<file path="src/hw/rtl/ept_pkg.sv">
// Shared types and constants for the ellipse point pipeline.
// Used by ept_horner_cell, ept_sqrt_cell and ellipse_point_at_angle.
package ept_pkg;

  // Q30 fixed point for angles, sine and cosine
  localparam int unsigned FRAC_BITS = 30;
  localparam int unsigned ANG_W = 30;
  localparam int unsigned T_W = 31;
  localparam logic [T_W-1:0] Q30_ONE = 31'h4000_0000;

  // pi/2 in Q32
  localparam logic [32:0] PI_HALF_Q32 = 33'h1_921F_B544;

  localparam int unsigned PHASE_BITS = 32;
  localparam int unsigned OCT_BITS = 29;
  localparam logic [ANG_W-1:0] OCT_SPAN = 30'h2000_0000;

  localparam int unsigned HORNER_CELLS = 6;
  localparam int unsigned RECIP_SHIFT = 32;

  // normalized operands stay below 2^NORM_BITS before rounding
  localparam int unsigned NORM_BITS = 31;
  localparam int unsigned ROOT_BITS = 32;
  localparam int unsigned REM_W = ROOT_BITS + 2;

  typedef struct packed {
    logic [T_W-1:0]   ts;
    logic [T_W-1:0]   tc;
    logic [ANG_W-1:0] v;
    logic [ANG_W-1:0] v2;
  } horner_t;

  typedef struct packed {
    logic [REM_W-1:0]       rem;
    logic [ROOT_BITS-1:0]   root;
    logic [2*ROOT_BITS-1:0] rad;
  } sqrt_t;

  // sine series divisors, first cell passes the sine term through
  function automatic int unsigned sin_div(input int unsigned idx);
    int unsigned r;
    unique case (idx)
      0: r = 0;
      1: r = 110;
      2: r = 72;
      3: r = 42;
      4: r = 20;
      5: r = 6;
      default: r = 0;
    endcase
    return r;
  endfunction

  function automatic int unsigned cos_div(input int unsigned idx);
    int unsigned r;
    unique case (idx)
      0: r = 132;
      1: r = 90;
      2: r = 56;
      3: r = 30;
      4: r = 12;
      5: r = 2;
      default: r = 2;
    endcase
    return r;
  endfunction

endpackage

</file>
<file path="src/hw/rtl/ept_sqrt_cell.sv">
// One root bit of the integer square root, one register stage.
// Depends on ept_pkg.
module ept_sqrt_cell (
  input  logic           clk,
  input  logic           en,
  input  ept_pkg::sqrt_t d,
  output ept_pkg::sqrt_t q
);

  localparam int unsigned RB = ept_pkg::ROOT_BITS;
  localparam int unsigned RW = ept_pkg::REM_W;

  logic [RW+1:0] rem_sh, trial;
  logic          take;

  always_comb begin
    rem_sh = {d.rem, d.rad[2*RB-1:2*RB-2]};
    trial  = (RW + 2)'({d.root, 2'b01});
    take   = rem_sh >= trial;
  end

  always_ff @(posedge clk) begin
    if (en) begin
      q.rem  <= take ? RW'(rem_sh - trial) : RW'(rem_sh);
      q.root <= {d.root[RB-2:0], take};
      q.rad  <= {d.rad[2*RB-3:0], 2'b00};
    end
  end

endmodule

</file>
<file path="config.mk">
export PLATFORM = sky130hd
export DESIGN_NAME = ept_sqrt_cell
export DESIGN_NICKNAME = d
export VERILOG_FILES = /design/src/hw/rtl/ept_pkg.sv /design/src/hw/rtl/ept_sqrt_cell.sv
export SDC_FILE = /design/constraint.sdc
export NUM_CORES = 1
export LEC_CHECK = 0
export BUFFER_PORTS_ARGS = -buffer_cell sky130_fd_sc_hd__clkbuf_2
export CORE_MARGIN = 2
export CORE_UTILIZATION = 50
export CTS_BUF_LIST = sky130_fd_sc_hd__clkbuf_4
export DETAILED_ROUTE_END_ITERATION = 12
export PLACE_DENSITY_LB_ADDON = 0.2
export SYNTH_ARGS = -nofsm -noshare
export SYNTH_HDL_FRONTEND = slang
export SYNTH_SLANG_ARGS = --single-unit
</file>
<file path="constraint.sdc">
create_clock -name clk -period 3.1 [get_ports clk]
set_input_delay 0.62 -clock clk [delete_from_list [all_inputs] [get_ports clk]]
set_output_delay 0.62 -clock clk [all_outputs]
set_load 0.05 [all_outputs]
</file>
==> results.toml <==
[layout]
largest_register = "q"
nets = 974
area_delta_synth_final_pct = 31.9
largest_register_ffs = 128
final_cells = 994
top_regs = "q (128)"
final_layout_size_suffix_gt1_share_pct = 42.5

[clock_tree]
htreeDepth = 4
cts.sinks = 128
cts_buffers = 17
postCtsSetupBuffers = 0
cts_buffer_depth = 2
clkTransAtPathRegs_ps = 120
cts_hold_buffers = 0
cts_tree = "done"
cts-root-buf = "clkbuf_4"
post_cts_resized = 0

[grt]
grt_max_degree = 85
grt_pass1_wl_um = 23700
antenna_found_initial = 0
grt_pass1_vias = 4975
grtUsageTotal_pct = 22.9
globalRoute.totalOverflow = 0

[placed_design]
io_buffers = 259
gp_congestion = 0.880
dp_hpwl_um = 12300
dpl.cell_count = 961
place_ws_ps = -8.03

[yosys]
yosysMostFrequentCell = "edfxtp_1"
syn_avg_cell_area_um2 = 12.5
syn-cell-area_um2 = 6310
ys_ff_latch = 128
ys_top_cells_by_count = "128 x edfxtp_1, 58 x nand2_1, 42 x inv_1, 41 x o21ai_0, 34 x ha_1"
synthFlopType = "edfxtp_1"
async_flop_share_pct = 0
synth.largest_area_cell = "edfxtp_1"
ys_types = 62
ys_top_cells_by_area = "edfxtp_1 61%, ha_1 6.7%, nand2_1 3.4%"
synth-edff-count = 128
ys_warn_count = 0
syn_inst = 507
ys_seq_area_share_pct = 60.9
synth_top_area_share_pct = 60.9

[drt]
drt-total-wl_um = 15600
via_count = 5079
vias_per_cell = 5.11
final_antenna_net_count = 0
drtPass1Iterations = 5
first_iter_violations = 330
wl_per_cell_um = 15.7
drc = 0

[sta]
rsz0062_at_grt = "false"
whs_ps = 260
max_freq_mhz = 389
min_period_ps = 2570
fin_ws_ps = 527
fin_crit_sh_pct = 83.0
finalSetupViolCount = 0
slew_viol_final = 0
tightest_slew_ps = 602
relSlewSlack_pct = 59.8
finalHoldViolCount = 0

[job]
max_cap_violations = 0

[setup_path]
cp.buffers_inverters = 2
endpoint_kind = "flip-flop"
arrival_ps = 2870
cp_cell_sequence = "clkbuf_2, inv_1, ha_1, a21o_1, or3_1, o21a_1, a311oi_2, o21ai_2, a31oi_4, mux2i_1, a31o_1"
cpLargestDelayFamily = "compound AO/OA/AOI/OAI gates"
path_max_fanout = 6
path_class = "in2reg"
max_stage_delay_ps = 360
crit_required_ps = 3390
crit_path_top_delay_cell = "ha_1"
crit_path_start_kind = "input port"

[power_and_ir_drop]
ir_drop_uv = 243
p_total_mw = 4.78
p_per_area_nw_per_um2 = 573
p_leak_nw = 3.84

[die]
die_w_um = 116
core_area_um2 = 12500
die_y_um = 116
rows = 41
num_io_pins = 262
dieArea_um2 = 13500
start_util_pct = 50.7

[run_status]
outcome = "finished, final reports clean"

[hold_path]
hold_depth = 1
min_path_type = "in2reg"
holdPathEnd = "q[5]"
holdCritStartpoint = "d[3]"
## cell type report
type                    instances  area (um^2)
fillers                      1019         4140
flip-flops and latches        128         3840
multi-input cells             321         2220
repair buffers                297         1610
well taps                     172          215
inverters                      43          163
clock inverters                14          140
clock buffers                  18          135
diodes                          1         2.50
## through the flow
step                setup TNS (ps)  util, %  area [um^2]
CTS                              0     66.8         8330
floorplan                        0        -         6320
global placement                 0     64.6         8050
detailed placement           -8.03     64.6         8050
global route                     0     66.8         8330
finish                           0     66.8         8330
## cells by family (layout without fill, tap and decap cells)
group	after synthesis	in the layout	synth area share [%]
AO/OA/AOI/OAI	133	133	14.8
flip-flops	128	128	60.9
AND/OR/NAND/NOR	120	120	8.88
buffers and inverters	59	372	4.08
adder cells (fa/ha/maj)	34	34	6.74
XOR/XNOR	27	27	3.74
multiplexers	5	5	0.872
other	1	3	0.0594
## cells in the final DEF (no fill, tap or decap), types with 3 or more instances in the layout
cell type / instances
a21o_1: 19
a21oi_1: 28
a31oi_1: 4
and2_1: 3
and3_2: 3
buf_4: 36
clkbuf_2: 258
clkbuf_4: 18
clkinv_1: 3
clkinv_2: 3
clkinvlp_4: 4
edfxtp_1: 128
ha_1: 34
inv_1: 42
mux2i_1: 4
nand2_1: 58
nand2b_1: 5
nand3_1: 6
nand4_1: 6
nor2_1: 18
nor3_1: 10
o21ai_0: 41
o21ai_1: 4
o31ai_1: 4
o41ai_2: 3
xnor2_1: 14
xor2_1: 13
## worst max path at each step
stage / startpoint / endpoint / slack [ps] / cells after the start
6_report: d[67] / q[122] / 530 / 11
5_1_grt: d[68] / q[129] / 380 / 10
4_1_cts: d[67] / q[122] / 590 / 11
3_5_place_dp: d[67] / q[122] / -8 / 11
3_3_place_gp: d[67] / q[122] / 20 / 11
2_1_floorplan: d[73] / q[123] / 220 / 10
## metal layers
metal  vias up  routed length, um  global-route usage (%)
met5         -                  0                       0
met4         0                331                    8.65
met3        29               1280                    6.69
met2       213               7990                    40.2
met1      2366               6040                    26.4
li1       2471                  -                       -
## power by group
| part | internal, mW | leakage (nW) | switching (mW) |
|---|---|---|---|
| logic | 0.432 | 2.45 | 1.06 |
| registers | 2.12 | 1.25 | 0.0503 |
| clock network | 0.484 | 0.139 | 0.631 |
No activity file was read; power rests on OpenSTA's default activity.
