$ cat src/hw/rtl/ept_pkg.sv
// Shared types and constants for the ellipse point pipeline.
// Used by ept_horner_cell, ept_sqrt_cell and ellipse_point_at_angle.
package ept_pkg;

  // Q30 fixed point for angles, sine and cosine
  localparam int unsigned FRAC_BITS = 30;
  localparam int unsigned ANG_W = 30;
  localparam int unsigned T_W = 31;
  localparam logic [T_W-1:0] Q30_ONE = 31'h4000_0000;

  // pi/2 in Q32
  localparam logic [32:0] PI_HALF_Q32 = 33'h1_921F_B544;

  localparam int unsigned PHASE_BITS = 32;
  localparam int unsigned OCT_BITS = 29;
  localparam logic [ANG_W-1:0] OCT_SPAN = 30'h2000_0000;

  localparam int unsigned HORNER_CELLS = 6;
  localparam int unsigned RECIP_SHIFT = 32;

  // normalized operands stay below 2^NORM_BITS before rounding
  localparam int unsigned NORM_BITS = 31;
  localparam int unsigned ROOT_BITS = 32;
  localparam int unsigned REM_W = ROOT_BITS + 2;

  typedef struct packed {
    logic [T_W-1:0]   ts;
    logic [T_W-1:0]   tc;
    logic [ANG_W-1:0] v;
    logic [ANG_W-1:0] v2;
  } horner_t;

  typedef struct packed {
    logic [REM_W-1:0]       rem;
    logic [ROOT_BITS-1:0]   root;
    logic [2*ROOT_BITS-1:0] rad;
  } sqrt_t;

  // sine series divisors, first cell passes the sine term through
  function automatic int unsigned sin_div(input int unsigned idx);
    int unsigned r;
    unique case (idx)
      0: r = 0;
      1: r = 110;
      2: r = 72;
      3: r = 42;
      4: r = 20;
      5: r = 6;
      default: r = 0;
    endcase
    return r;
  endfunction

  function automatic int unsigned cos_div(input int unsigned idx);
    int unsigned r;
    unique case (idx)
      0: r = 132;
      1: r = 90;
      2: r = 56;
      3: r = 30;
      4: r = 12;
      5: r = 2;
      default: r = 2;
    endcase
    return r;
  endfunction

endpackage

$ cat src/hw/rtl/ept_horner_cell.sv
// One Horner step of the sine and cosine series, three register stages.
// Depends on ept_pkg.
module ept_horner_cell #(
  parameter int unsigned SIN_DIV = 0,
  parameter int unsigned COS_DIV = 2
) (
  input  logic             clk,
  input  logic             en,
  input  ept_pkg::horner_t d,
  output ept_pkg::horner_t q
);

  localparam int unsigned TW = ept_pkg::T_W;
  localparam int unsigned FB = ept_pkg::FRAC_BITS;
  localparam int unsigned RS = ept_pkg::RECIP_SHIFT;
  localparam int unsigned PW2 = 2 * TW;
  localparam int unsigned MW = TW + 8;
  localparam logic [32:0] SIN_RECIP = 33'((64'd1 << RS) / ((SIN_DIV == 0) ? 1 : SIN_DIV));
  localparam logic [32:0] COS_RECIP = 33'((64'd1 << RS) / ((COS_DIV == 0) ? 1 : COS_DIV));

  ept_pkg::horner_t h1, h2;
  logic [TW-1:0]  xs1, xc1, xs2, xc2, qs2, qc2;
  logic [PW2-1:0] ps, pc;
  logic [63:0]    ms, mc;
  logic [MW-1:0]  rs, rc;
  logic [TW-1:0]  ts_new, tc_new;

  always_comb begin
    ps = PW2'(d.v2) * PW2'(d.ts);
    pc = PW2'(d.v2) * PW2'(d.tc);
    // quotient estimate by reciprocal, at most one short
    ms = 64'(xs1) * 64'(SIN_RECIP);
    mc = 64'(xc1) * 64'(COS_RECIP);
    rs = MW'(xs2) - MW'(qs2) * MW'(SIN_DIV);
    rc = MW'(xc2) - MW'(qc2) * MW'(COS_DIV);
    ts_new = ept_pkg::Q30_ONE - (qs2 + TW'(rs >= MW'(SIN_DIV)));
    tc_new = ept_pkg::Q30_ONE - (qc2 + TW'(rc >= MW'(COS_DIV)));
  end

  always_ff @(posedge clk) begin
    if (en) begin
      h1   <= d;
      xs1  <= ps[FB+TW-1:FB];
      xc1  <= pc[FB+TW-1:FB];
      h2   <= h1;
      xs2  <= xs1;
      xc2  <= xc1;
      qs2  <= ms[RS+TW-1:RS];
      qc2  <= mc[RS+TW-1:RS];
      q.v  <= h2.v;
      q.v2 <= h2.v2;
      q.ts <= (SIN_DIV == 0) ? h2.ts : ts_new;
      q.tc <= (COS_DIV == 0) ? h2.tc : tc_new;
    end
  end

endmodule

$ cat config.mk
export PLATFORM = sky130hd
export DESIGN_NAME = ept_horner_cell
export DESIGN_NICKNAME = d
export VERILOG_FILES = /design/src/hw/rtl/ept_pkg.sv /design/src/hw/rtl/ept_horner_cell.sv
export SDC_FILE = /design/constraint.sdc
export NUM_CORES = 2
export LEC_CHECK = 0
export ABC_AREA = 1
export BUFFER_PORTS_ARGS = -buffer_cell sky130_fd_sc_hd__buf_4
export CAP_MARGIN = 20
export CORE_MARGIN = 4
export CORE_UTILIZATION = 55
export DETAILED_ROUTE_END_ITERATION = 12
export PLACE_DENSITY_LB_ADDON = 0.05
export SLEW_MARGIN = 20
export SYNTH_ARGS = -nofsm -noshare
export SYNTH_HDL_FRONTEND = slang
export SYNTH_SLANG_ARGS = --single-unit
$ cat constraint.sdc
create_clock -name clk -period 7.9 [get_ports clk]
set_input_delay 1.58 -clock clk [delete_from_list [all_inputs] [get_ports clk]]
set_output_delay 1.58 -clock clk [all_outputs]
set_load 0.01 [all_outputs]
==> results.sh <==
export IMPL_wl_per_cell_um=17.5
export IMPL_synth_async_reset_ratio_pct=0
export IMPL_path_cells="buf_4, buf_4, buf_4, nand2_1, fa_1, inv_1, fa_1, fa_1, fa_1, fa_1, fa_1, fa_1, ha_1, ha_1, nand2_1, nor2_1, inv_2, nor2_4, inv_2, nor3_1, nand2_1, nand3_1, nand2_1"
export IMPL_maxSlewViolCount=0
export IMPL_synth_top_area_cell="fa_1"
export IMPL_firstDrtPassIters=6
export IMPL_drtAntennaViolNets=0
export IMPL_relSlewSlack_pct=38.5
export IMPL_cts_sinks=364
export IMPL_setup_viol=0
export IMPL_synthesis_area_per_instance_um2=8.91
export IMPL_skew_ps=41.7
export IMPL_numCtsBuffers=43
export IMPL_cts_buffer_depth=3
export IMPL_status="finished clean"
export IMPL_ys_warnings_count=0
export IMPL_required_ps=8190
export IMPL_synth_top_area_share_pct=35.9
export IMPL_grt_usage_pct=27.8
export IMPL_via_count=32169
export IMPL_use_met2_pct=46.9
export IMPL_hold_viol_final=0
export IMPL_critical_path_class="input port to flip-flop"
export IMPL_core_um2=80800
export IMPL_rows=104
export IMPL_tightest_slew_ps=922
export IMPL_endpoint_kind="flip-flop"
export IMPL_seq_area_frac_synth_pct=24.3
export IMPL_crit_arrival_ps=7930
export IMPL_antenna_found_initial=1
export IMPL_vias_per_cell=4.94
export IMPL_fin_crit_ps=7640
export IMPL_yosys_cell_count_top_type="inv_1"
export IMPL_clock_root_buffer="clkbuf_16"
export IMPL_path_clk_slew_ps=60
export IMPL_critical_path_max_stage_delay_ps=570
export IMPL_overflow=0
export IMPL_critPathLaunchType="input port"
export IMPL_synth_edf_count=364
export IMPL_synth_nets=6255
export IMPL_die_h_um=294
export IMPL_synth_top_cells_by_count="inv_1 (1582), nand2_1 (1270), fa_1 (807)"
export IMPL_finalSetupTns_ps=0
export IMPL_syn_area_um2=45000
export IMPL_busiest_layer="met2"
export IMPL_start_util_pct=55.7
export IMPL_hold_buffers=0
export IMPL_netlist_top_cells_area="fa_1 (36%), edfxtp_1 (24%), inv_1 (13%)"
export IMPL_grt_use_met1_pct=39.1
export IMPL_drv_cap=0
export IMPL_hpwl_um=97800
export IMPL_synth_seq_cells=364
export IMPL_clkLatencyLatePin_ps=600
export IMPL_grt_pass1_vias=34420
export IMPL_fmax_mhz=131
export IMPL_drt_iter0_markers=2232
export IMPL_antenna_cells=0
export IMPL_syn_inst=5047
export IMPL_drive_above_1_share_pct=12.1
export IMPL_h_tree_depth=2
export IMPL_final_nets=6631
export IMPL_dieWidth_um=294
export IMPL_dieArea_um2=86400
export IMPL_cts_tree="yes"
export IMPL_synth_ff_type="edfxtp_1"
export IMPL_cpMaxStageDelayCell="fa_1"
export IMPL_port_buffers=245
export IMPL_areaGrowthSynthToFinish_pct=13.5
export IMPL_ys_types=36
export IMPL_grt_pass1_wl_um=188000
export IMPL_crit_fanout=19
export IMPL_drc=0
export IMPL_period_share_pct=96.7
export IMPL_gp_congestion=0.924
export IMPL_min_path_type="flip-flop to flip-flop"
export IMPL_path_common_cell="fa_1"
export IMPL_rsz0062_at_grt="false"
export IMPL_use_met3_pct=3.25
export IMPL_drt_total_wl_um=114000
export IMPL_grt_max_degree=158
export IMPL_ioPinCount=246
-- flip-flops by register name, summed over array words and instances, names as in the netlist --
name	cells
h1	91
xc2	30
xc1	30
q	122
h2	91
-- layer usage --
layer  vias to the layer above  routed length, um
li1                      15201                  -
met1                     15878              49200
met2                       931              55400
met3                       159               6880
met4                         0               2730
met5                         -                  0
-- through the flow --
step	worst slack, ps	cell area, um^2	util, %	hold slack (ps)	cells
after floorplan	386	45000	-	400	5047
after global placement	-418	49600	61.4	400	6438
after detailed placement	-395	49600	61.4	405	6438
after CTS	230	51100	63.2	387	6517
after global routing	0.0249	51100	63.2	399	6517
final	258	51100	63.2	396	6517
-- placed cells by master, fill, tap and decap left out, types with 3 or more instances in the layout --
cell,synthesis,routed
o21ai_2,4,5
nand2_1,1270,1270
clkinvlp_4,0,3
nand3_1,58,58
inv_1,1582,1582
a21oi_2,0,3
nor2_2,26,26
clkbuf_1,180,7
xor2_1,28,28
nor2_4,5,5
o21bai_1,14,14
fa_1,807,807
o21a_1,7,7
nor4_2,5,5
bufinv_16,0,5
buf_12,0,12
clkbuf_16,0,43
inv_2,22,22
xnor2_1,9,9
clkinv_2,0,7
a21oi_1,123,120
nand4_1,15,15
clkinv_4,0,4
a21o_1,10,10
o21ai_1,8,8
ha_1,277,277
nand2_2,9,9
o21ai_0,59,58
nor3_1,10,10
o211ai_1,3,3
buf_4,0,501
nor2_1,134,134
edfxtp_1,364,364
clkinv_1,1,8
nor3_2,3,3
-- kinds of logic (layout without fill, tap and decap cells) --
kind of cell	after synthesis	count (layout)	share of synthesized area, %
buffers and inverters	1788	2198	14.9
and+or+nand+nor	1541	1541	13.6
adders and majority gates	1084	1084	43.6
DFF	364	364	24.3
AOI/OAI and AO/OA	233	233	2.85
xor gates and xnor gates	37	37	0.720
-- layout make-up --
| class | instances | area [um^2] |
|---|---|---|
| tap | 1060 | 1330 |
| multi-input combinational | 2895 | 27400 |
| clock buffer | 50 | 1100 |
| timing repair buffer | 514 | 4020 |
| clock inverter | 29 | 307 |
| fill | 7037 | 29700 |
| inverter | 1605 | 6020 |
| sequential | 364 | 10900 |
-- worst max-delay path: cells and delay by family --
kind,cells,cell delay [ps]
simple gates,8,1210
buf+inv,6,850
fa+ha+maj,9,4280
-- path summary, 6_finish.rpt --
path | from | end | slack [ps] | cells past startpoint
max | d[72] | xc1[17]$_DFFE_PP_ | 260 | 23
min | h1[55]$_DFFE_PP_ | h2[55]$_DFFE_PP_ | 400 | 0
min reg2reg | h1[55]$_DFFE_PP_ | h2[55]$_DFFE_PP_ | 400 | 0
max reg2reg | xc2[5]$_DFFE_PP_ | q[78]$_DFFE_PP_ | 5690 | 10
-- timing repair --
| action | 4_1_cts | 5_1_grt |
|---|---|---|
| setup endpoints to repair | 0 | 4 |
| buffers inserted | 0 | 0 |
| resized for setup | 0 | 5 |
Power is left out: the tool's default activity adds up to more than one toggle a clock period on the data nets, which glitch-free logic cannot reach.
