**config.mk**
```make
export PLATFORM = sky130hd
export DESIGN_NAME = ept_div_cell
export DESIGN_NICKNAME = d
export VERILOG_FILES = /design/src/hw/rtl/ept_div_cell.sv
export SDC_FILE = /design/constraint.sdc
export NUM_CORES = 1
export LEC_CHECK = 0
export ABC_AREA = 0
export BUFFER_PORTS_ARGS = -buffer_cell sky130_fd_sc_hd__buf_2
export CORE_UTILIZATION = 55
export CTS_CLUSTER_DIAMETER = 50
export DETAILED_ROUTE_END_ITERATION = 10
export GPL_TIMING_DRIVEN = 1
export PLACE_DENSITY_LB_ADDON = 0.08
export SLEW_MARGIN = 20
export SYNTH_ARGS = -nofsm -noshare
export SYNTH_HDL_FRONTEND = slang
export SYNTH_SLANG_ARGS = --single-unit
```
**constraint.sdc**
```tcl
create_clock -name clk -period 6.99 [get_ports clk]
set_input_delay 0.3495 -clock clk [delete_from_list [all_inputs] [get_ports clk]]
set_output_delay 0.3495 -clock clk [all_outputs]
set_load 0.03 [all_outputs]
```
**src/hw/rtl/ept_div_cell.sv**
```systemverilog
// One quotient bit of a restoring divider, one register stage.
// Remainder and numerator share one shift register; no package use.
module ept_div_cell #(
  parameter int unsigned QUO_BITS = 20
) (
  input  logic                  clk,
  input  logic                  en,
  input  logic [QUO_BITS+32:0]  acc_d,
  input  logic [31:0]           den_d,
  output logic [QUO_BITS+32:0]  acc_q,
  output logic [31:0]           den_q
);

  localparam int unsigned AW = QUO_BITS + 33;

  logic [AW-1:0] sh;
  logic [32:0]   top;
  logic          take;

  always_comb begin
    sh   = {acc_d[AW-2:0], 1'b0};
    top  = sh[AW-1:QUO_BITS];
    take = top >= {1'b0, den_d};
  end

  always_ff @(posedge clk) begin
    if (en) begin
      acc_q <= take ? {top - {1'b0, den_d}, sh[QUO_BITS-1:1], 1'b1} : sh;
      den_q <= den_d;
    end
  end

endmodule

```
==> results of run 1 <==
-- cells in the final DEF (no fill, tap or decap), types with 9 or more instances in the layout --
cell type                  count
sky130_fd_sc_hd__buf_2       169
sky130_fd_sc_hd__edfxtp_1     85
sky130_fd_sc_hd__inv_1        42
sky130_fd_sc_hd__a21oi_1      41
sky130_fd_sc_hd__ha_1         32
sky130_fd_sc_hd__nand2_1      19
sky130_fd_sc_hd__xnor2_1      17
sky130_fd_sc_hd__nand3_1      16
sky130_fd_sc_hd__o21ai_0      16
sky130_fd_sc_hd__mux2_4       16
sky130_fd_sc_hd__nor2_1       15
sky130_fd_sc_hd__a21o_1       11
sky130_fd_sc_hd__clkbuf_8      9
-- power groups by stage --
stage	clock, mW	combinational [mW]	sequential (mW)
after floorplan	0	0.214	0.771
after global placement	0	0.451	0.652
after detailed placement	0	0.458	0.655
after CTS	0.344	0.461	0.643
after global routing	0.361	0.492	0.648
final	0.336	0.460	0.643
-- path summary, 6_finish.rpt --
kind	endpoint	slack, ps	cells after the start
worst max-delay path	acc_q[47]	3910	11
worst min-delay path	acc_q[16]	150	1
-- state kept, by name, summed over array words and instances, names as in the netlist --
name / cells
acc_q: 53
den_q: 32
-- cell families after synthesis --
kind of cell               after synthesis  share of synthesized area [%]
xor gates and xnor gates                25                          4.282
buffers and inverters                   61                          5.481
and+or+nand+nor                         93                          9.763
muxes                                   24                          6.460
AOI/OAI and AO/OA                      115                          15.88
adders and majority gates               33                          8.221
DFF                                     85                          49.91
-- metrics by stage --
step	cell area, um^2	cells
after floorplan	5114	436
after global placement	5995	697
after detailed placement	5995	697
after CTS	6186	713
after global routing	6186	713
final	6186	713
-- worst max-delay path, cell delays in order --
cell and delay, ps:
sky130_fd_sc_hd__buf_2 80, sky130_fd_sc_hd__inv_1 40, sky130_fd_sc_hd__ha_1 360, sky130_fd_sc_hd__nand3_1 110
sky130_fd_sc_hd__o21bai_1 250, sky130_fd_sc_hd__a2111oi_2 370, sky130_fd_sc_hd__nor2_2 150, sky130_fd_sc_hd__a2111oi_0 760
sky130_fd_sc_hd__o21ai_0 280, sky130_fd_sc_hd__xnor2_1 190, sky130_fd_sc_hd__mux2_4 260
-- cell type report --
type                       count  area, um^2
clock inverter                 7       67.56
clock buffer                   9       123.9
tap                          108       135.1
inverter                      44       172.7
fill                         675        2663
sequential                    85        2552
multi-input combinational    290        2281
timing repair buffer         170       853.3
-- routing by layer --
| layer | routed length [um] | track usage (%) | part of all wire (%) |
|---|---|---|---|
| met1 | 5088 | 32.12 | 43 |
| met2 | 5771 | 42.36 | 48 |
| met3 | 870 | 3.901 | 7.3 |
| met4 | 192 | 7.807 | 1.6 |
| met5 | 0 | 0 | 0 |
==> metrics.md, run 1 <==
| Metric | Value |
|---|---|
| DRC viols | 17 |
| Final weighted congestion of routability-driven global placement | 0.8245 |
| Sw power | 500.3 uW |
| Ratio of cells with drive above 1 in the final layout | 38.68% |
| Maximum fanout along the worst path | 5 |
| Arrival time at the worst endpoint | 3200 ps |
| Internal power summed over all cells | 938.0 uW |
| Setup repair after global routing missed its margin | false |
| Worst EP required | 7110 ps |
| Worst setup path startpoint | den_d[3] |
| Count of unique library cells instantiated by Yosys | 68 |
| Post-synth EDFFs | 85 |
| Clock period minus final worst setup slack | 3076 ps |
| Worst IR Drop VDD | 0.0001281 V |
| Number of endpoints with negative hold slack in the final report | 0 |
| Clock tree from TritonCTS | built |
| CTS buffer count | 9 |
| Effective utilization at floorplan | 57.79% |
| Hold Path Origin | acc_d[15] |
| Post-layout worst setup margin | 3914 ps |
| Bufs on Longest Clock Path | 2 |
| Most frequent cells after synthesis | sky130_fd_sc_hd__edfxtp_1 (85), sky130_fd_sc_hd__inv_1 (42), sky130_fd_sc_hd__a21oi_1 (41) |
| Library cell with the largest summed area after synthesis | sky130_fd_sc_hd__edfxtp_1 |
| Worst-Margin Slew | 1067 ps |
| Area overhead of the layout relative to synthesis | 20.97% |
| Total of endpoints with negative setup slack in the final report | 0 |
| Final Util | 69.91% |
| Mapped Cells | 436 |
| Kind of path behind the tightest hold check | in -> reg |
| Slew margin rel. | 28.86% |
| Switching portion of total power | 34.78% |
| Violation count after the first detailed-route iteration | 195 |
| Power per unit of standard cell area | 232.5 nW/um^2 |
| Final nets | 720 |
| Run status | finished, violations left |
| Startpoint class of the critical path | input pin |
| Number of I/O port buffers | 170 |
| Number of gates resized after CTS | 0 |
| Leakage power of the design | 2.779 nW |
| Final period util | 44.01% |
| Part of the Yosys area used for sequential elements | 49.91% |
| Floorplan die area | 9687 um^2 |
| Part of the power in the clock network | 23.4% |
| Commonest register cell after synthesis | sky130_fd_sc_hd__edfxtp_1 |
| Number of nets produced by synthesis | 556 |
| WS Path Type | in -> reg |
| Half-perimeter wire length after detailed placement | 9043 um |
| Clk sinks | 85 |
| TNS Setup | 0 ps |
| Die Wd | 98.43 um |
| Drt first pass iters | 9 |
| Flop pwr share | 44.7% |
| Portion of total power attributed to combinational logic | 32.0% |
| Pin count of the biggest net entering global routing | 86 |
| Main area contributors after synthesis | sky130_fd_sc_hd__edfxtp_1 (50%), sky130_fd_sc_hd__ha_1 (7.8%), sky130_fd_sc_hd__mux2_4 (4.7%) |
| Overall routing resource usage | 24.62% |
| Violations in the final reports | DRC |
| Number of global-route vias before repair | 3863 |
| Number of antenna violations at the first check in global routing | 0 |
| Routed vias/inst | 5.596 |
| Vias post-DR | 3990 |
| Area of the mapped netlist | 5114 um^2 |
| Critical path capture point type | register |
| Clock tree root buffer cell | sky130_fd_sc_hd__clkbuf_8 |
| Number of warnings issued by yosys | 0 |
| Detail Route Antenna Nets | 0 |
| Mapped Avg Cell Area | 11.73 um^2 |
| Row cnt | 34 |
| Number of max-slew violations in the final report | 0 |
| Post-synthesis sequential element count | 85 |
| Number of diodes | 0 |
| Routed wire per std cell | 16.72 um |
| Fmax | 0.3251 GHz |
| Cts-stage hold buffer count | 0 |
| Hold slack final | 153.9 ps |
| Share of synthesized flip-flops with an asynchronous set or reset | 0% |
| Overall power | 1.438 mW |
| Global route total overflow | 0 |
| Most used standard cell by instance count after synthesis | sky130_fd_sc_hd__edfxtp_1 |
| Max Cap Violations | 0 |
| Proportion of netlist area held by the largest area contributor | 49.91% |
| Setup bufs post-CTS | 0 |
| Global-route wire length before repair | 18600 um |
| Clock-pin transition on the worst setup and hold timing paths | 100 ps |
| Detailed-route wire length | 11920 um |
| # IOs | 172 |
| Vertical die dimension | 98.43 um |
| Worst slack after detailed placement | 3587 ps |
| # H-tree levels | 3 |
| CORE AREA | 8848 um^2 |
No activity file was read; power rests on OpenSTA's default activity.
==> run 2, diff against run 1 <==
--- a/config.mk
+++ b/config.mk
@@ -5,9 +5,9 @@
 export SDC_FILE = /design/constraint.sdc
 export NUM_CORES = 1
 export LEC_CHECK = 0
-export ABC_AREA = 0
+export ABC_AREA = 1
 export BUFFER_PORTS_ARGS = -buffer_cell sky130_fd_sc_hd__buf_2
-export CORE_UTILIZATION = 55
+export CORE_UTILIZATION = 53
 export CTS_CLUSTER_DIAMETER = 50
 export DETAILED_ROUTE_END_ITERATION = 10
 export GPL_TIMING_DRIVEN = 1
==> constraint.sdc (replaced) <==
create_clock -name clk -period 3.19 [get_ports clk]
set_input_delay 0.1595 -clock clk [delete_from_list [all_inputs] [get_ports clk]]
set_output_delay 0.1595 -clock clk [all_outputs]
set_load 0.03 [all_outputs]
==> run 2 against run 1 <==
- cell count grew 60%
- die area up 18%
- hold slack worse by 130 ps
- synthesized cell count is 77% higher
- the flow now finishes without violations
- synthesized area grew 14%
==> metrics.md, run 2 <==
| Metric | Value |
|---|---|
| Number of flip-flops under the largest register name | 53 (unchanged) |
| Hold slack final | 24.33 ps (-129.5 ps) |
| Pin count of the biggest net entering global routing | 86 (unchanged) |
| DRC viols | 0 (-17) |
| Vertical die dimension | 107.1 um (+8.8%) |
| Placed instance area | 6830 um^2 (+14%) |
| Post-layout worst setup margin | 526.4 ps (-3388 ps) |
| Number of global-route vias before repair | 5437 (+41%) |
| Total of fill cells in the finished design | 822 (+22%) |
| Share of synthesized flip-flops with an asynchronous set or reset | 0% (unchanged) |
| Worst IR Drop VDD | 0.0002493 V (+95%) |
| Effective utilization at floorplan | 54.24% (-3.5 points) |
| CP max stage cell | sky130_fd_sc_hd__dlygate4sd3_1 |
| Area overhead of the layout relative to synthesis | 28.60% |
| Global-route wire length before repair | 26450 um (+42%) |
| Most used standard cell by instance count after synthesis | sky130_fd_sc_hd__nand2_1 |
| # IOs | 172 (unchanged) |
| Cell type with the highest occurrence count on the critical path | sky130_fd_sc_hd__nand2_1 |
| Max Cap Violations | 0 (unchanged) |
| Final nets | 1114 (+55%) |
| Half-perimeter wire length after detailed placement | 12280 um (+36%) |
| Area fraction in compound gates after synthesis | 1.923% (-14 points) |
| Area share of and/or/nand/nor cells after synthesis | 33.40% (+24 points) |
| Vias post-DR | 5656 (+42%) |
| Global route total overflow | 0 (unchanged) |
| Cts-stage hold buffer count | 50 (+50) |
| Clock-pin transition on the worst setup and hold timing paths | 90 ps (about the same) |
| Final Util | 69.75% (-0.16 points) |
| Routed wire per std cell | 15.14 um (-9.5%) |
| Number of antenna violations at the first check in global routing | 0 (unchanged) |
| Commonest register cell after synthesis | sky130_fd_sc_hd__edfxtp_1 |
| Detail Route Antenna Nets | 0 (unchanged) |
| WS Path Type | in -> reg |
| Number of gates resized after CTS | 0 (unchanged) |
| Critical path capture point type | register |
| Synthesized-area fraction occupied by adder cells | 7.181% (-1.0 points) |
| Detailed-route wire length | 17240 um (+45%) |
| Floorplan die area | 11470 um^2 (+18%) |
| Most frequent cells in the layout | sky130_fd_sc_hd__nand2_1 (290), sky130_fd_sc_hd__buf_2 (169), sky130_fd_sc_hd__inv_1 (162), sky130_fd_sc_hd__edfxtp_1 (85), sky130_fd_sc_hd__nand3_1 (56) |
| Proportion of netlist area held by the largest area contributor | 43.60% (-6.3 points) |
| Hold Path Origin | den_d[1] |
| Die Wd | 107.1 um (+8.8%) |
| Clock tree from TritonCTS | built |
| Bufs on Longest Clock Path | 2 (unchanged) |
| Mapped Cells | 770 (+77%) |
| Number of max-slew violations in the final report | 0 (unchanged) |
| Clk sinks | 85 (unchanged) |
| Number of diodes | 0 (unchanged) |
| Worst slack after detailed placement | 664.8 ps (-2922 ps) |
| Total of endpoints with negative setup slack in the final report | 0 (unchanged) |
| Routed vias/inst | 4.966 (-11%) |
| Critical-path cell list | dlygate4sd3_1, buf_2, inv_1, ha_1, nand2_1, nand2_1, nand2_1, nand2_1, nand2_1, nand2_1, nand2_1, nand2_1, nor2_4, nand2_8, nand3_1, nand2_1 |
| Number of I/O port buffers | 170 (unchanged) |
| Most frequent cells after synthesis | sky130_fd_sc_hd__nand2_1 (290), sky130_fd_sc_hd__inv_1 (162), sky130_fd_sc_hd__edfxtp_1 (85) |
| Area of the mapped netlist | 5854 um^2 (+14%) |
| # H-tree levels | 3 (unchanged) |
| Setup bufs post-CTS | 0 (unchanged) |
| Row cnt | 38 (+12%) |
| Non-filler instance count after layout | 1139 (+60%) |
| Clock tree root buffer cell | sky130_fd_sc_hd__clkbuf_8 |
| Register bank with the most flops | acc_q |
| Leakage power of the design | 4.055 nW (+46%) |
| Setup repair after global routing missed its margin | false |
| Violation count after the first detailed-route iteration | 414 (+110%) |
| Portion of netlist area occupied by mux cells | 0% (-6.5 points) |
| Run status | complete, no violations |
| Part of the Yosys area used for sequential elements | 43.60% (-6.3 points) |
| TNS Setup | 0 ps (unchanged) |
| Clock period minus final worst setup slack | 2664 ps |
| Worst setup path startpoint | den_d[18] |
| Maximum fanout along the worst path | 36 (+31) |
| Post-synth EDFFs | 85 (unchanged) |
| Overall routing resource usage | 30.57% (+5.9 points) |
| Worst EP required | 3310 ps (-3800 ps) |
| Most common cell after layout, fill and taps aside | sky130_fd_sc_hd__nand2_1 |
| Number of nets produced by synthesis | 890 (+60%) |
| Overall power | 3.335 mW (+130%) |
| Power per unit of standard cell area | 443.0 nW/um^2 (+91%) |
| Main combinational cell family by area after synthesis | simple AND/OR/NAND/NOR gates |
| Worst-Margin Slew | 1114 ps (+47.41 ps) |
| Fmax | 0.3754 GHz |
| Number of warnings issued by yosys | 0 (unchanged) |
| Startpoint class of the critical path | input pin |
| CTS buffer count | 9 (unchanged) |
| Count of unique library cells instantiated by Yosys | 26 (-62%) |
| Kind of path behind the tightest hold check | in -> reg |
| Share of the synthesized netlist area taken by xor and xnor gates | 2.094% (-2.2 points) |
| Main area contributors after synthesis | sky130_fd_sc_hd__edfxtp_1 (44%), sky130_fd_sc_hd__nand2_1 (19%), sky130_fd_sc_hd__inv_1 (10%) |
| Delay of the slowest critical-path stage | 540 ps (-220 ps) |
| Final period util | 83.50% |
| Arrival time at the worst endpoint | 2780 ps (-420 ps) |
| Slew margin rel. | 25.70% (-3.2 points) |
| Largest registers ranked by flip-flop count | acc_q x53, den_q x32 |
| Final non-filler cell area | 7528 um^2 (+22%) |
| Ratio of cells with drive above 1 in the final layout | 22.22% (-16 points) |
| Library cell with the largest summed area after synthesis | sky130_fd_sc_hd__edfxtp_1 |
| Mapped Avg Cell Area | 7.603 um^2 (-35%) |
| CORE AREA | 10790 um^2 (+22%) |
| Number of placed instances with taps included | 1073 (+54%) |
| Drt first pass iters | 8 (-1) |
| Final weighted congestion of routability-driven global placement | 0.8761 (+6.3%) |
| Number of endpoints with negative hold slack in the final report | 0 (unchanged) |
| Post-synthesis sequential element count | 85 (unchanged) |
## run 2: cell types whose count changed after synthesis, moves of 11 or more
cell | previous run | this run
sky130_fd_sc_hd__a21oi_1 | 41 | 19
sky130_fd_sc_hd__clkbuf_1 | 11 | 0
sky130_fd_sc_hd__inv_1 | 42 | 162
sky130_fd_sc_hd__mux2_4 | 16 | 0
sky130_fd_sc_hd__nand2_1 | 19 | 290
sky130_fd_sc_hd__nand3_1 | 16 | 56
sky130_fd_sc_hd__nand3_2 | 0 | 12
sky130_fd_sc_hd__nor2_1 | 15 | 36
sky130_fd_sc_hd__o21ai_0 | 16 | 2
sky130_fd_sc_hd__xnor2_1 | 17 | 0
## run 2: metal layers
layer	GRT usage, %	vias to the layer above	wire [um]
met5	0	-	0
met4	10.47	0	382
met3	5.046	29	1407
met2	51.57	262	8032
met1	39.71	2529	7422
li1	-	2836	-
## run 2: path summary, 6_finish.rpt
kind / cells past startpoint / end / slack [ps]
worst max-delay path: 16 / acc_q[50] / 530
worst min-delay path: 1 / den_q[1] / 20
## run 2: kinds of logic (layout without fill, tap and decap cells)
logic type | after synthesis | in the layout
compound gates | 22 | 22
simple gates | 441 | 441
buf+inv | 175 | 404
xor+xnor | 14 | 14
fa+ha+maj | 33 | 33
flops | 85 | 85
## run 2: final cells by class
class                   instances  area [um^2]  share of cell area [%]
flip-flops and latches         85         2552                   33.90
well taps                     140        175.2                   2.327
repair buffers                222         1369                   18.18
inverters                     166        623.1                   8.277
multi-input cells             510         2611                   34.69
clock inverters                 6        70.07                  0.9307
clock buffers                  10        127.6                   1.695
## run 2: critical path, delay by kind of cell
family                   cells  cell delay (ps)
AND/OR/NAND/NOR             12             1550
buffers and inverters        3              710
adder cells (fa/ha/maj)      1              340
## run 2: where the power goes
group          switching, mW  total (mW)  leakage [nW]  internal [mW]
Clock                  0.437       0.805        0.0895          0.368
Sequential            0.0315        1.41         0.831           1.38
Combinational          0.763        1.12          3.13          0.360
Total                   1.23        3.34          4.06           2.10
==> run 3, diff against run 2 <==
--- a/config.mk
+++ b/config.mk
@@ -5,9 +5,9 @@
 export SDC_FILE = /design/constraint.sdc
 export NUM_CORES = 1
 export LEC_CHECK = 0
-export ABC_AREA = 1
+export ABC_AREA = 0
 export BUFFER_PORTS_ARGS = -buffer_cell sky130_fd_sc_hd__buf_2
-export CORE_UTILIZATION = 53
+export CORE_UTILIZATION = 51
 export CTS_CLUSTER_DIAMETER = 50
 export DETAILED_ROUTE_END_ITERATION = 10
 export GPL_TIMING_DRIVEN = 1
==> constraint.sdc (replaced) <==
create_clock -name clk -period 2.7 [get_ports clk]
set_input_delay 0.135 -clock clk [delete_from_list [all_inputs] [get_ports clk]]
set_output_delay 0.135 -clock clk [all_outputs]
set_load 0.03 [all_outputs]
==> run 3 against run 2 <==
- routed wire length is 17% lower
- setup slack lost 400 ps
- via count decreased by 21%
- combinational power rose by 21%
- first-iteration DRC count fell by 53%
- total power grew 21%
- critical path type unchanged
- critical endpoint is now acc_q[38]
- largest cell class is now flip-flops and latches
==> metrics.md, run 3 (synthesized netlist as in run 1, its figures left out) <==
| Metric | Value |
|---|---|
| CTS buffer count | 9 (unchanged) |
| CP max stage cell | sky130_fd_sc_hd__dlygate4sd3_1 |
| Pin count of the biggest net entering global routing | 86 (unchanged) |
| Most frequent cells in the layout | sky130_fd_sc_hd__buf_2 (169), sky130_fd_sc_hd__edfxtp_1 (85), sky130_fd_sc_hd__buf_4 (52), sky130_fd_sc_hd__dlygate4sd3_1 (50), sky130_fd_sc_hd__inv_1 (42) |
| Ratio of cells with drive above 1 in the final layout | 40.88% (+19 points) |
| Overall routing resource usage | 27.57% (-3.0 points) |
| Startpoint class of the critical path | input pin |
| Global route total overflow | 0 (unchanged) |
| Power per unit of standard cell area | 564.1 nW/um^2 (+27%) |
| Critical path capture point type | register |
| Detailed-route wire length | 14300 um (-17%) |
| Area overhead of the layout relative to synthesis | 40.03% |
| Clock period minus final worst setup slack | 2573 ps |
| Floorplan die area | 10430 um^2 (-9.1%) |
| # H-tree levels | 3 (unchanged) |
| Final Util | 73.60% (+3.8 points) |
| Vias post-DR | 4488 (-21%) |
| Maximum fanout along the worst path | 24 (-33%) |
| Number of endpoints with negative hold slack in the final report | 0 (unchanged) |
| Detail Route Antenna Nets | 0 (unchanged) |
| Number of global-route vias before repair | 4414 (-19%) |
| Die Wd | 102.1 um (-4.6%) |
| Critical-path cell list | dlygate4sd3_1, buf_2, inv_1, ha_1, a21o_1, a21oi_1, nor2_1, a21oi_1, o2bb2ai_2, a31o_4, nor2_8, inv_8, mux2_4 |
| Fmax | 0.3887 GHz |
| Drt first pass iters | 5 (-3) |
| Worst EP required | 2810 ps (-500 ps) |
| # IOs | 172 (unchanged) |
| Clk sinks | 85 (unchanged) |
| Routed wire per std cell | 17.03 um (+12%) |
| Final nets | 822 (-26%) |
| Register bank with the most flops | acc_q |
| Arrival time at the worst endpoint | 2680 ps (-100 ps) |
| Setup bufs post-CTS | 0 (unchanged) |
| Cell type with the highest occurrence count on the critical path | sky130_fd_sc_hd__a21oi_1 |
| Dominant delay contributor by cell family on the critical path | compound AO/OA/AOI/OAI gates |
| Kind of path behind the tightest hold check | in -> reg |
| Leakage power of the design | 3.261 nW (-20%) |
| Half-perimeter wire length after detailed placement | 9896 um (-19%) |
| Row cnt | 36 (-5.3%) |
| Number of diodes | 0 (unchanged) |
| WS Path Type | in -> reg |
| Effective utilization at floorplan | 52.56% (-1.7 points) |
| Slew margin rel. | 67.94% (+42 points) |
| Vertical die dimension | 102.1 um (-4.6%) |
| Final period util | 95.30% |
| Worst IR Drop VDD | 0.0003628 V (+46%) |
| Run status | complete, no violations |
| Number of max-slew violations in the final report | 0 (unchanged) |
| CORE AREA | 9729 um^2 (-9.9%) |
| Worst-Margin Slew | 478.7 ps (-635.8 ps) |
| Number of antenna violations at the first check in global routing | 0 (unchanged) |
| Buffers and inverters on the worst path | 4 (+1) |
| Delay of the slowest critical-path stage | 510 ps (-30 ps) |
| Bufs on Longest Clock Path | 2 (unchanged) |
| Max Cap Violations | 0 (unchanged) |
| TNS Setup | 0 ps (unchanged) |
| Largest registers ranked by flip-flop count | acc_q x53, den_q x32 |
| Global-route wire length before repair | 21700 um (-18%) |
| DRC viols | 0 (unchanged) |
| Number of flip-flops under the largest register name | 53 (unchanged) |
| Total of endpoints with negative setup slack in the final report | 0 (unchanged) |
| Routed vias/inst | 5.343 (+7.6%) |
| Final weighted congestion of routability-driven global placement | 0.8766 (about the same) |
| Setup repair after global routing missed its margin | false |
| Clock tree from TritonCTS | built |
| Most common cell after layout, fill and taps aside | sky130_fd_sc_hd__buf_2 |
| Clock-pin transition on the worst setup and hold timing paths | 90 ps (about the same) |
| Number of I/O port buffers | 170 (unchanged) |
| Clock tree root buffer cell | sky130_fd_sc_hd__clkbuf_8 |
| Violation count after the first detailed-route iteration | 193 (-53%) |
run 3: changes by cell type in the layout (fill, tap and decap cells not counted), moves of 10 or more:
cell	delta
sky130_fd_sc_hd__nand3_1	-40
sky130_fd_sc_hd__buf_4	+49
sky130_fd_sc_hd__nand3_2	-12
sky130_fd_sc_hd__nor2_1	-22
sky130_fd_sc_hd__nand2_1	-271
sky130_fd_sc_hd__nand3b_1	-10
sky130_fd_sc_hd__o21ai_0	+14
sky130_fd_sc_hd__inv_1	-120
sky130_fd_sc_hd__a21o_1	+10
sky130_fd_sc_hd__mux2_4	+16
sky130_fd_sc_hd__a21oi_1	+22
sky130_fd_sc_hd__xnor2_1	+17
run 3: path summary, 6_finish.rpt:
check                      from         to  slack, ps  depth (start not counted)
worst max-delay path  den_d[26]  acc_q[38]        130                         13
worst min-delay path  acc_d[39]  acc_q[40]         90                          2
run 3: through the flow:
| step | std cells | setup slack [ps] | instance area (um^2) | power, mW | hold WS, ps |
|---|---|---|---|---|---|
| floorplan | 436 | 135.3 | 5114 | 2.551 | 233.9 |
| global placement | 774 | -377.6 | 6429 | 2.952 | 311.5 |
| detailed placement | 774 | -335.6 | 6429 | 2.978 | 313.1 |
| CTS | 840 | 37.69 | 7143 | 4.023 | 78.42 |
| global route | 840 | 26.35 | 7161 | 4.196 | 85.28 |
| finish | 840 | 127.0 | 7161 | 4.039 | 90.24 |
run 3: metal layers:
| metal | GRT usage (%) | up-vias | share of wire (%) |
|---|---|---|---|
| met3 | 3.352 | 18 | 6.4 |
| met2 | 48.58 | 185 | 50 |
| met5 | 0 | - | 0 |
| met4 | 9.121 | 0 | 1.4 |
| met1 | 35.13 | 2127 | 42 |
| li1 | - | 2158 | - |
run 3: area by class of cell:
cell class / instances / area [um^2]
fillers: 698 / 2569
multi-input cells: 290 / 2298
well taps: 133 / 166.4
repair buffers: 272 / 1757
clock buffers: 10 / 127.6
flip-flops and latches: 85 / 2552
clock inverters: 6 / 86.33
inverters: 44 / 172.7
run 3: timing repair:
action / in CTS / in global routing
hold buffers: 50 / 0
endpoints found under the setup margin: 0 / 10
resized for setup: 0 / 5
hold endpoints to repair: 50 / 0
run 3: where the power goes:
group          internal (mW)  switching (mW)  total [mW]
logic                  0.563           0.800        1.36
clock network          0.522           0.485        1.01
registers               1.63          0.0392        1.67
total                   2.72            1.32        4.04
